==> src/ppou_pkg.sv <==
// ----------------------------------------------------------------------------
// ppou_pkg
// types and constants shared by the planar pose odometry update core
// ----------------------------------------------------------------------------
package ppou_pkg;

  localparam int ANGLE_BITS = 16;
  localparam int POS_W      = 32;
  localparam int TIME_W     = 48;
  localparam int DT_W       = 32;

  // rotator datapath
  localparam int ZA_W       = 32;
  localparam int PROD_W     = 64;
  localparam int PRESHIFT   = 14;
  localparam int XW         = 50;
  localparam int ZW         = 34;
  localparam int GUARD      = 16;
  localparam int ATAN_N     = 24;

  localparam logic signed [31:0] GAIN_Q30 = 32'sd652032874;

  localparam logic [31:0] ATAN_TAB [ATAN_N] = '{
    32'd536870912, 32'd316933406, 32'd167458907, 32'd85004756,
    32'd42667331,  32'd21354465,  32'd10680862,  32'd5340245,
    32'd2670163,   32'd1335087,   32'd667544,    32'd333772,
    32'd166886,    32'd83443,     32'd41721,     32'd20860,
    32'd10430,     32'd5215,      32'd2607,      32'd1303,
    32'd651,       32'd325,       32'd162,       32'd81
  };

  typedef struct packed {
    logic signed [POS_W-1:0]      prev_x;
    logic signed [POS_W-1:0]      prev_y;
    logic signed [ANGLE_BITS-1:0] prev_heading;
    logic        [TIME_W-1:0]     prev_time;
    logic signed [POS_W-1:0]      step_dx;
    logic signed [POS_W-1:0]      step_dy;
    logic signed [ANGLE_BITS-1:0] step_dheading;
    logic        [DT_W-1:0]       step_dt;
  } pose_in_t;

  typedef struct packed {
    logic signed [POS_W-1:0]      new_x;
    logic signed [POS_W-1:0]      new_y;
    logic signed [ANGLE_BITS-1:0] new_heading;
    logic        [TIME_W-1:0]     new_time;
  } pose_out_t;

  // fields carried alongside the rotator
  typedef struct packed {
    logic signed [POS_W-1:0]      px;
    logic signed [POS_W-1:0]      py;
    logic signed [ANGLE_BITS-1:0] heading;
    logic        [TIME_W-1:0]     time_sum;
  } side_t;

  typedef struct packed {
    logic signed [XW-1:0] x;
    logic signed [XW-1:0] y;
    logic signed [ZW-1:0] z;
  } rot_t;

endpackage

==> src/ppou_cordic_stage.sv <==
// ----------------------------------------------------------------------------
// ppou_cordic_stage
// one registered micro-rotation of the rotation-mode cordic pipeline
// ----------------------------------------------------------------------------
module ppou_cordic_stage
  import ppou_pkg::*;
#(
  parameter int SHIFT = 0
) (
  input  logic  clk,
  input  logic  rst,
  input  logic  en,
  input  logic  valid_in,
  input  rot_t  rot_in,
  input  side_t side_in,
  output logic  valid,
  output rot_t  rot_out,
  output side_t side_out
);

  logic signed [XW-1:0] xs;
  logic signed [XW-1:0] ys;
  logic signed [ZW-1:0] ang;
  rot_t                 rot_next;

  always_comb begin
    xs  = $signed(rot_in.x) >>> SHIFT;
    ys  = $signed(rot_in.y) >>> SHIFT;
    ang = $signed({{(ZW-32){1'b0}}, ATAN_TAB[SHIFT]});
    if (!rot_in.z[ZW-1]) begin
      rot_next.x = rot_in.x - ys;
      rot_next.y = rot_in.y + xs;
      rot_next.z = rot_in.z - ang;
    end else begin
      rot_next.x = rot_in.x + ys;
      rot_next.y = rot_in.y - xs;
      rot_next.z = rot_in.z + ang;
    end
  end

  always_ff @(posedge clk) begin
    if (rst) begin
      valid <= 1'b0;
    end else if (en) begin
      valid <= valid_in;
    end
  end

  always_ff @(posedge clk) begin
    if (en) begin
      rot_out  <= rot_next;
      side_out <= side_in;
    end
  end

endmodule

==> config.mk <==
export PLATFORM = sky130hd
export DESIGN_NAME = ppou_cordic_stage
export DESIGN_NICKNAME = d
export VERILOG_FILES = /design/src/ppou_pkg.sv /design/src/ppou_cordic_stage.sv
export SDC_FILE = /design/constraint.sdc
export NUM_CORES = 1
export LEC_CHECK = 0
export BUFFER_PORTS_ARGS = -buffer_cell sky130_fd_sc_hd__buf_2
export CORE_AREA = 5 5 201 203
export CTS_BUF_LIST = sky130_fd_sc_hd__clkbuf_16
export DETAILED_ROUTE_END_ITERATION = 10
export DIE_AREA = 0 0 206 208
export MAX_ROUTING_LAYER = met4
export PLACE_DENSITY = 0.73
export SLEW_MARGIN = 5
export SYNTH_ARGS = -nofsm -noshare
export SYNTH_HDL_FRONTEND = slang
export SYNTH_SLANG_ARGS = --single-unit
==> constraint.sdc <==
create_clock -name clk -period 2.77 [get_ports clk]
set_clock_uncertainty 0.05 [all_clocks]
set_input_delay 0 -clock clk [delete_from_list [all_inputs] [get_ports clk]]
set_output_delay 0 -clock clk [all_outputs]
set_load 0.02 [all_outputs]
==> results of run 1 <==
final timing paths:
kind / start / endpoint / slack [ps]
hold / removal: rot_in[104] / rot_out[104]$_DFFE_PP_ / 40
hold reg to reg: valid$_SDFFE_PP0P_ / valid$_SDFFE_PP0P_ / 1110
setup / recovery: rot_in[46] / rot_out[72]$_DFFE_PP_ / 10
setup reg to reg: valid$_SDFFE_PP0P_ / valid$_SDFFE_PP0P_ / 1500
routing by layer:
metal / track usage (%) / share of wire, %
met3: 5.76 / 8.1
met5: - / 0
met4: 14.4 / 4.8
met2: 57.9 / 47
met1: 46.3 / 40
metrics by stage:
stage                     setup TNS, ps  std cells  instance area, um2  setup slack, ps
after floorplan                       0       1717               17300            0.503
after global placement           -21890       3137               23700             -628
after detailed placement         -23300       3137               23700             -622
after CTS                             0       3362               26300             10.3
after global routing               -189       3374               26700            -61.1
final                                 0       3376               26700             11.4
cell type report:
type | instances | area (um2) | area share, %
antenna | 10 | 25.0 | 0.0937
inverter | 158 | 596 | 2.23
tap | 518 | 648 | 2.43
clock buffer | 29 | 726 | 2.72
sequential | 262 | 7860 | 29.4
clock inverter | 23 | 204 | 0.764
multi-input combinational | 1226 | 8780 | 32.9
timing repair buffer | 1150 | 7870 | 29.5
tightest hold or removal path, cell delays in order:
cell	delay, ps
buf_2	90
ha_1	140
buf_4	190
xnor2_1	130
cells in the final DEF, fill, tap and decap left out, types with 28 or more instances in the layout:
| cell | n |
|---|---|
| nor3_1 | 28 |
| o21bai_1 | 44 |
| nand2_1 | 95 |
| ha_1 | 142 |
| a21oi_1 | 218 |
| edfxtp_1 | 261 |
| inv_1 | 158 |
| xnor2_1 | 81 |
| dlygate4sd3_1 | 172 |
| buf_4 | 444 |
| nor2_1 | 148 |
| o21ai_0 | 95 |
| clkbuf_16 | 29 |
| buf_2 | 523 |
power groups by stage:
stage / Sequential (uW) / Combinational, uW / Clock (uW)
final: 5110 / 5070 / 3900
after CTS: 5080 / 4870 / 3900
after floorplan: 5750 / 1690 / 0
after global placement: 5150 / 4600 / 0
after global routing: 5140 / 5340 / 4120
after detailed placement: 5150 / 4620 / 0
kinds of logic after synthesis:
logic type,count (synthesis)
muxes,23
DFF,262
adders and majority gates,154
AOI/OAI and AO/OA,547
buffers and inverters,229
xor gates and xnor gates,99
and+or+nand+nor,403
sequential cells by signal, summed over array words and instances (netlist names):
name	flops
side_out	128
valid	1
rot_out	133
repair_timing:
action                                 4_1_cts  5_1_grt
hold buffers                               172        0
resized for setup                            2       68
setup endpoints to repair                    7       36
buffers inserted                             1        5
endpoints found under the hold margin      244        0
pin swaps                                    0       17
==> metrics.csv, run 1 <==
stage;metric;value;unit
status;outcome;finished clean;
power_and_ir_drop;peak supply drop;0.425;mV
yosys;Most used DFF post-synth;edfxtp_1;
critical_path;Setup CP Type;in2reg;
yosys;top cell type's share of synthesized area;45.8;%
clocking;TritonCTS clock tree;built;
global_route;Overflow after GRT;0;
sta;Slew HR;55.8;%
detailed_routing;DRC violations left;0;
sta;Slew Limit Fails;0;
global_route;global-route wire length before repair;116000;um
yosys;adder-cell area share of the yosys netlist;11.4;%
yosys;synth top area cells;edfxtp_1, ha_1, a21oi_1, xnor2_1, inv_1;
die;CORE AREA;38300;um2
detailed_routing;initial DRC count;1780;
die;Initial Util;44.7;%
yosys;Synth Net Count;2137;
placed_design;routability congestion estimate;1.02;
global_route;vias in the first global route;18600;
layout;Util after Layout;69.7;%
sta;Period minus WS final;2760;ps
yosys;Post-Synthesis Cells;1717;
power_and_ir_drop;Overall Power;14100;uW
critical_path;Critical Path Fanout Max;3;
detailed_routing;post-DR vias/cell;5.52;
sta;crit share post-route;99.6;%
clocking;CTS root buf;clkbuf_16;
yosys;Synth cell types;80;
critical_path;slowest cell on the critical path;or4_4;
die;Die Footprint;42800;um2
worst_hold_path;Hold/Removal Path Class;in2reg;
clocking;later-pin clock latency in the skew report;570;ps
critical_path;CP Depth;14;
die;Die X;206;um
sta;Slew @ Worst Pin;664;ps
die;Rows;72;
sta;highest clock rate;363;MHz
yosys;largest area contributor in the netlist;edfxtp_1;
die;Ports;529;
yosys;register area share after synthesis;45.9;%
layout;FILL cells;2830;
yosys;XOR/XNOR Fraction of Synth Area;5.07;%
die;Chip Height;208;um
yosys;multiplexer share of the synthesized area;1.36;%
yosys;largest family of logic cells by synthesized area;compound AO/OA/AOI/OAI gates;
worst_hold_path;Hold Crit Depth;4;
detailed_routing;Vias;18600;
power_and_ir_drop;Net Sw Frac;34.5;%
clocking;clock-pin slew on the worst setup and hold paths;60;ps
yosys;Async SR Flop Fraction;0;%
detailed_routing;TritonRoute pass-1 iters;5;
layout;# nets final;3247;
critical_path;CP Cell Sequence;buf_8 -> inv_4 -> ha_4 -> or4_4 -> nor3_2 -> o211ai_1 -> nor3b_4 -> o41ai_4 -> a211oi_2 -> o31a_1 -> buf_4 -> o21ba_4 -> mux2i_1 -> xnor2_1;
power_and_ir_drop;share of total power in sequential cells;36.3;%
yosys;Ys Warns;0;
critical_path;Req. time, crit path;3030;ps
power_and_ir_drop;P_leak;0.0122;uW
critical_path;CP Capture Type;register;
yosys;Synth Area in Compound Gates;19.9;%
flow_run;Max Cap Viol;0;
placed_design;Port Buffers;528;
yosys;most instantiated cells after synthesis;edfxtp_1, a21oi_1, inv_1;
yosys;register bit total from synthesis;262;
sta;WHS;36.4;ps
yosys;Post-synth EDFFs;261;
sta;RSZ-0062 raised after global routing;true;
yosys;Avg Inst Size Synth;9.96;um2
yosys;Post-Synth Simple-Gate Area;11.1;%
power_and_ir_drop;Logic pwr share;36.0;%
sta;Final Hold Fails;0;
yosys;synthesized cell area;17100;um2
critical_path;Setup crit start kind;input pin;
power_and_ir_drop;internal power;9230;uW
global_route;All-Layer GR Usage;36.3;%
power_and_ir_drop;Net Sw Power;4860;uW
placed_design;hpwl dp;61000;um
critical_path;cell class contributing the biggest share of worst-path delay;compound AO/OA/AOI/OAI gates;
critical_path;Worst path max stage delay;550;ps
layout;Layout area overhead;56.2;%
power_and_ir_drop;Power Dens Cells;527;nW/um2
global_route;largest net degree at the start of global routing;83;
clocking;CTS Buffer Depth;3;
clocking;H-tree depth;1;
clocking;Num CTS Buffers;29;
detailed_routing;Antenna Nets Post-Route;0;
critical_path;Worst Reg-to-Reg Cells;3;
clocking;clk sink count;262;
detailed_routing;WL per Instance;23.9;um
critical_path;WP buf/inv;3;
global_route;initial antenna violation count;8;
yosys;most frequent cell after synthesis;edfxtp_1;
sta;# setup viols final;0;
critical_path;Critical Path AT;3020;ps
power_and_ir_drop;Clock power frac;27.7;%
layout;share of cells above drive strength 1;38.6;%
detailed_routing;Routed WL;80600;um
(Power assumes the default switching activity.)
==> run 2: changes to the inputs <==
- ABC_AREA: unset -> 1
- CORE_AREA: 5 5 201 203 -> unset
- CORE_MARGIN: unset -> 5
- CORE_UTILIZATION: unset -> 50
- DIE_AREA: 0 0 206 208 -> unset
- PLACE_DENSITY: 0.73 -> 0.78
==> run 2 against run 1 <==
Effect of this change: cell area grew 2.7%; maximum frequency is 6.1% higher; area after synthesis is 25% higher; critical path depth increased by 1; non-clock buffer count down 383; largest cell class unchanged; largest power group unchanged.
==> metrics.csv, run 2 <==
stage;metric;value;unit;change
yosys;top cell type's share of synthesized area;36.8;%;-9.0 points
critical_path;Setup CP Type;in2reg;;
sta;highest clock rate;385;MHz;+6.1%
power_and_ir_drop;Logic pwr share;34.8;%;-1.2 points
power_and_ir_drop;peak supply drop;0.550;mV;+29%
yosys;Avg Inst Size Synth;7.17;um2;-28%
layout;Layout area overhead;28.8;%;
global_route;largest net degree at the start of global routing;96;;+16%
placed_design;routability congestion estimate;1.05;;+3.7%
clocking;post-CTS setup buffers;0;;-1
yosys;most frequent cell after synthesis;nand2_1;;
die;Die Footprint;46800;um2;+9.3%
flow_run;Max Cap Viol;0;;unchanged
clocking;later-pin clock latency in the skew report;610;ps;+40 ps
global_route;global-route wire length before repair;142000;um;+23%
worst_hold_path;Hold/Removal Path Class;in2reg;;
layout;most frequent cells in the layout;nand2_1, inv_1, buf_2;;
die;CORE AREA;42000;um2;+9.8%
power_and_ir_drop;Power Dens Cells;512;nW/um2;-3.0%
yosys;Synth Net Count;3389;;+59%
detailed_routing;WL per Instance;23.2;um;-2.9%
detailed_routing;Vias;23400;;+26%
clocking;CTS Buffer Depth;3;;unchanged
layout;FILL cells;3753;;+33%
detailed_routing;initial DRC count;2629;;+48%
detailed_routing;TritonRoute pass-1 iters;8;;+3
yosys;Post-synth EDFFs;261;;unchanged
sta;Final Hold Fails;0;;unchanged
yosys;largest area contributor in the netlist;edfxtp_1;;
layout;Largest Register;rot_out;;
power_and_ir_drop;Overall Power;14000;uW;-0.34%
clocking;H-tree depth;1;;unchanged
sta;WHS;13.7;ps;-22.7 ps
yosys;Synth cell types;45;;-44%
critical_path;Worst Reg-to-Reg Cells;3;;unchanged
worst_hold_path;Hold Crit Depth;6;;+2
power_and_ir_drop;Clock power frac;29.1;%;+1.4 points
placed_design;Port Buffers;528;;unchanged
sta;crit share post-route;93.8;%;-5.7 points
clocking;post-CTS sizing;0;;-2
placed_design;hpwl dp;77400;um;+27%
die;Rows;75;;+4.2%
die;Die X;216;um;+5.0%
layout;Util after Layout;65.3;%;-4.5 points
die;Ports;529;;unchanged
critical_path;CP Capture Type;register;;
sta;worst setup slack after layout;170;ps;+159 ps
critical_path;Critical Path Fanout Max;5;;+2
layout;commonest non-fill, non-tap cell in the layout;nand2_1;;
detailed_routing;Routed WL;99000;um;+23%
sta;Slew HR;54.1;%;-1.7 points
critical_path;Req. time, crit path;3090;ps;+60 ps
sta;Slew Limit Fails;0;;unchanged
clocking;hold_buf cts;173;;+0.58%
critical_path;Critical Path AT;2920;ps;-100 ps
clocking;TritonCTS clock tree;built;;
yosys;register bit total from synthesis;262;;unchanged
power_and_ir_drop;Net Sw Frac;38.6;%;+4.2 points
power_and_ir_drop;Net Sw Power;5420;uW;+12%
detailed_routing;post-DR vias/cell;5.48;;-0.68%
sta;RSZ-0062 raised after global routing;false;;
sta;final setup TNS;0;ps;unchanged
sta;Period minus WS final;2600;ps;-159 ps
yosys;most instantiated cells after synthesis;nand2_1, inv_1, edfxtp_1;;
power_and_ir_drop;share of total power in sequential cells;36.0;%;-0.3 points
critical_path;Setup crit start kind;input pin;;
placed_design;Place WS;191;ps;+814 ps
global_route;vias in the first global route;22500;;+21%
yosys;Async SR Flop Fraction;0;%;unchanged
power_and_ir_drop;P_leak;0.0143;uW;+17%
yosys;Ys Warns;0;;unchanged
sta;# setup viols final;0;;unchanged
clocking;Num CTS Buffers;29;;unchanged
sta;Slew @ Worst Pin;682;ps;+18.5 ps
global_route;initial antenna violation count;9;;+1
yosys;Most used DFF post-synth;edfxtp_1;;
detailed_routing;Antenna Nets Post-Route;0;;unchanged
clocking;clk sink count;262;;unchanged
clocking;CTS root buf;clkbuf_16;;
die;Initial Util;50.6;%;+6.0 points
global_route;Overflow after GRT;0;;unchanged
status;outcome;finished clean;;
yosys;synthesized cell area;21300;um2;+25%
yosys;Post-Synthesis Cells;2969;;+73%
global_route;All-Layer GR Usage;41.4;%;+5.1 points
clocking;clock-pin slew on the worst setup and hold paths;70;ps;about the same
layout;share of cells above drive strength 1;21.2;%;-17 points
die;Chip Height;216;um;+4.0%
power_and_ir_drop;internal power;8610;uW;-6.7%
layout;flip-flop count of the largest register after layout;133;;unchanged
layout;Largest regs;rot_out x133, side_out x128, valid x1;;
detailed_routing;DRC violations left;0;;unchanged
layout;# nets final;4118;;+27%
yosys;register area share after synthesis;36.9;%;-9.0 points
yosys;synth top area cells;edfxtp_1, nand2_1, inv_1, ha_1, nand3_1;;
-- run 2: changes by cell type after synthesis, sizes merged, moves of 20 or more --
cell and delta:
nor2b -20, mux2i -20, xnor2 -83, nor4 -20, nand2 +839, o21ai +48
nor2 +115, a21oi -57, clkbuf -24, a21o -24, inv +402, buf +22
nand3 +229
-- run 2: cell families after synthesis --
kind of cell / count (synthesis) / synth area share [%]
simple gates: 1529 / 31.3
buf+inv: 627 / 12.0
compound gates: 366 / 9.31
flops: 262 / 36.9
fa+ha+maj: 154 / 9.19
xor+xnor: 30 / 1.23
mux: 1 / 0.0470
-- run 2: path summary, 6_finish.rpt --
check	startpoint	endpoint	slack [ps]
worst max-delay path	rot_in[84]	rot_out[132]$_DFFE_PP_	170
worst min register to register	valid$_SDFFE_PP0P_	valid$_SDFFE_PP0P_	1120
worst max register to register	valid$_SDFFE_PP0P_	valid$_SDFFE_PP0P_	1440
worst min-delay path	rot_in[133]	rot_out[133]$_DFFE_PP_	10
-- run 2: final cells by class --
type | count | area [um2] | area share, %
diodes | 10 | 25.0 | 0.0912
clock buffers | 29 | 726 | 2.65
clock inverters | 25 | 233 | 0.848
inverters | 558 | 2100 | 7.64
multi-input cells | 2080 | 10900 | 39.7
flip-flops and latches | 262 | 7860 | 28.6
well taps | 539 | 674 | 2.46
repair buffers | 767 | 4940 | 18.0
-- run 2: through the flow --
step                cells  cell area [um2]
global placement     4033            24700
floorplan            2969            21300
CTS                  4260            27400
finish               4270            27400
global route         4268            27400
detailed placement   4033            24700
-- run 2: power by group through the flow --
stage,sequential [uW],combinational [uW],clock (uW)
floorplan,5600,2130,0
global placement,5080,4500,0
detailed placement,5090,4500,0
CTS,5020,4730,4020
global route,5080,5200,4280
finish,5060,4890,4090
-- run 2: critical path, cell delays in order --
cell	delay [ps]
dlygate4sd3_1	550
buf_2	140
inv_1	40
ha_1	210
fa_1	550
o21ai_2	390
nand2_1	110
nand2_1	200
nand2_1	100
nand2_1	230
nand2_1	120
nand3_1	90
nand2_1	50
nand3_1	70
nand2_1	60
-- run 2: per-layer routing --
metal	share of wire [%]	track usage, %
met1	38	50.5
met2	45	65.8
met3	9.4	6.94
met4	7.3	23.1
met5	0	-
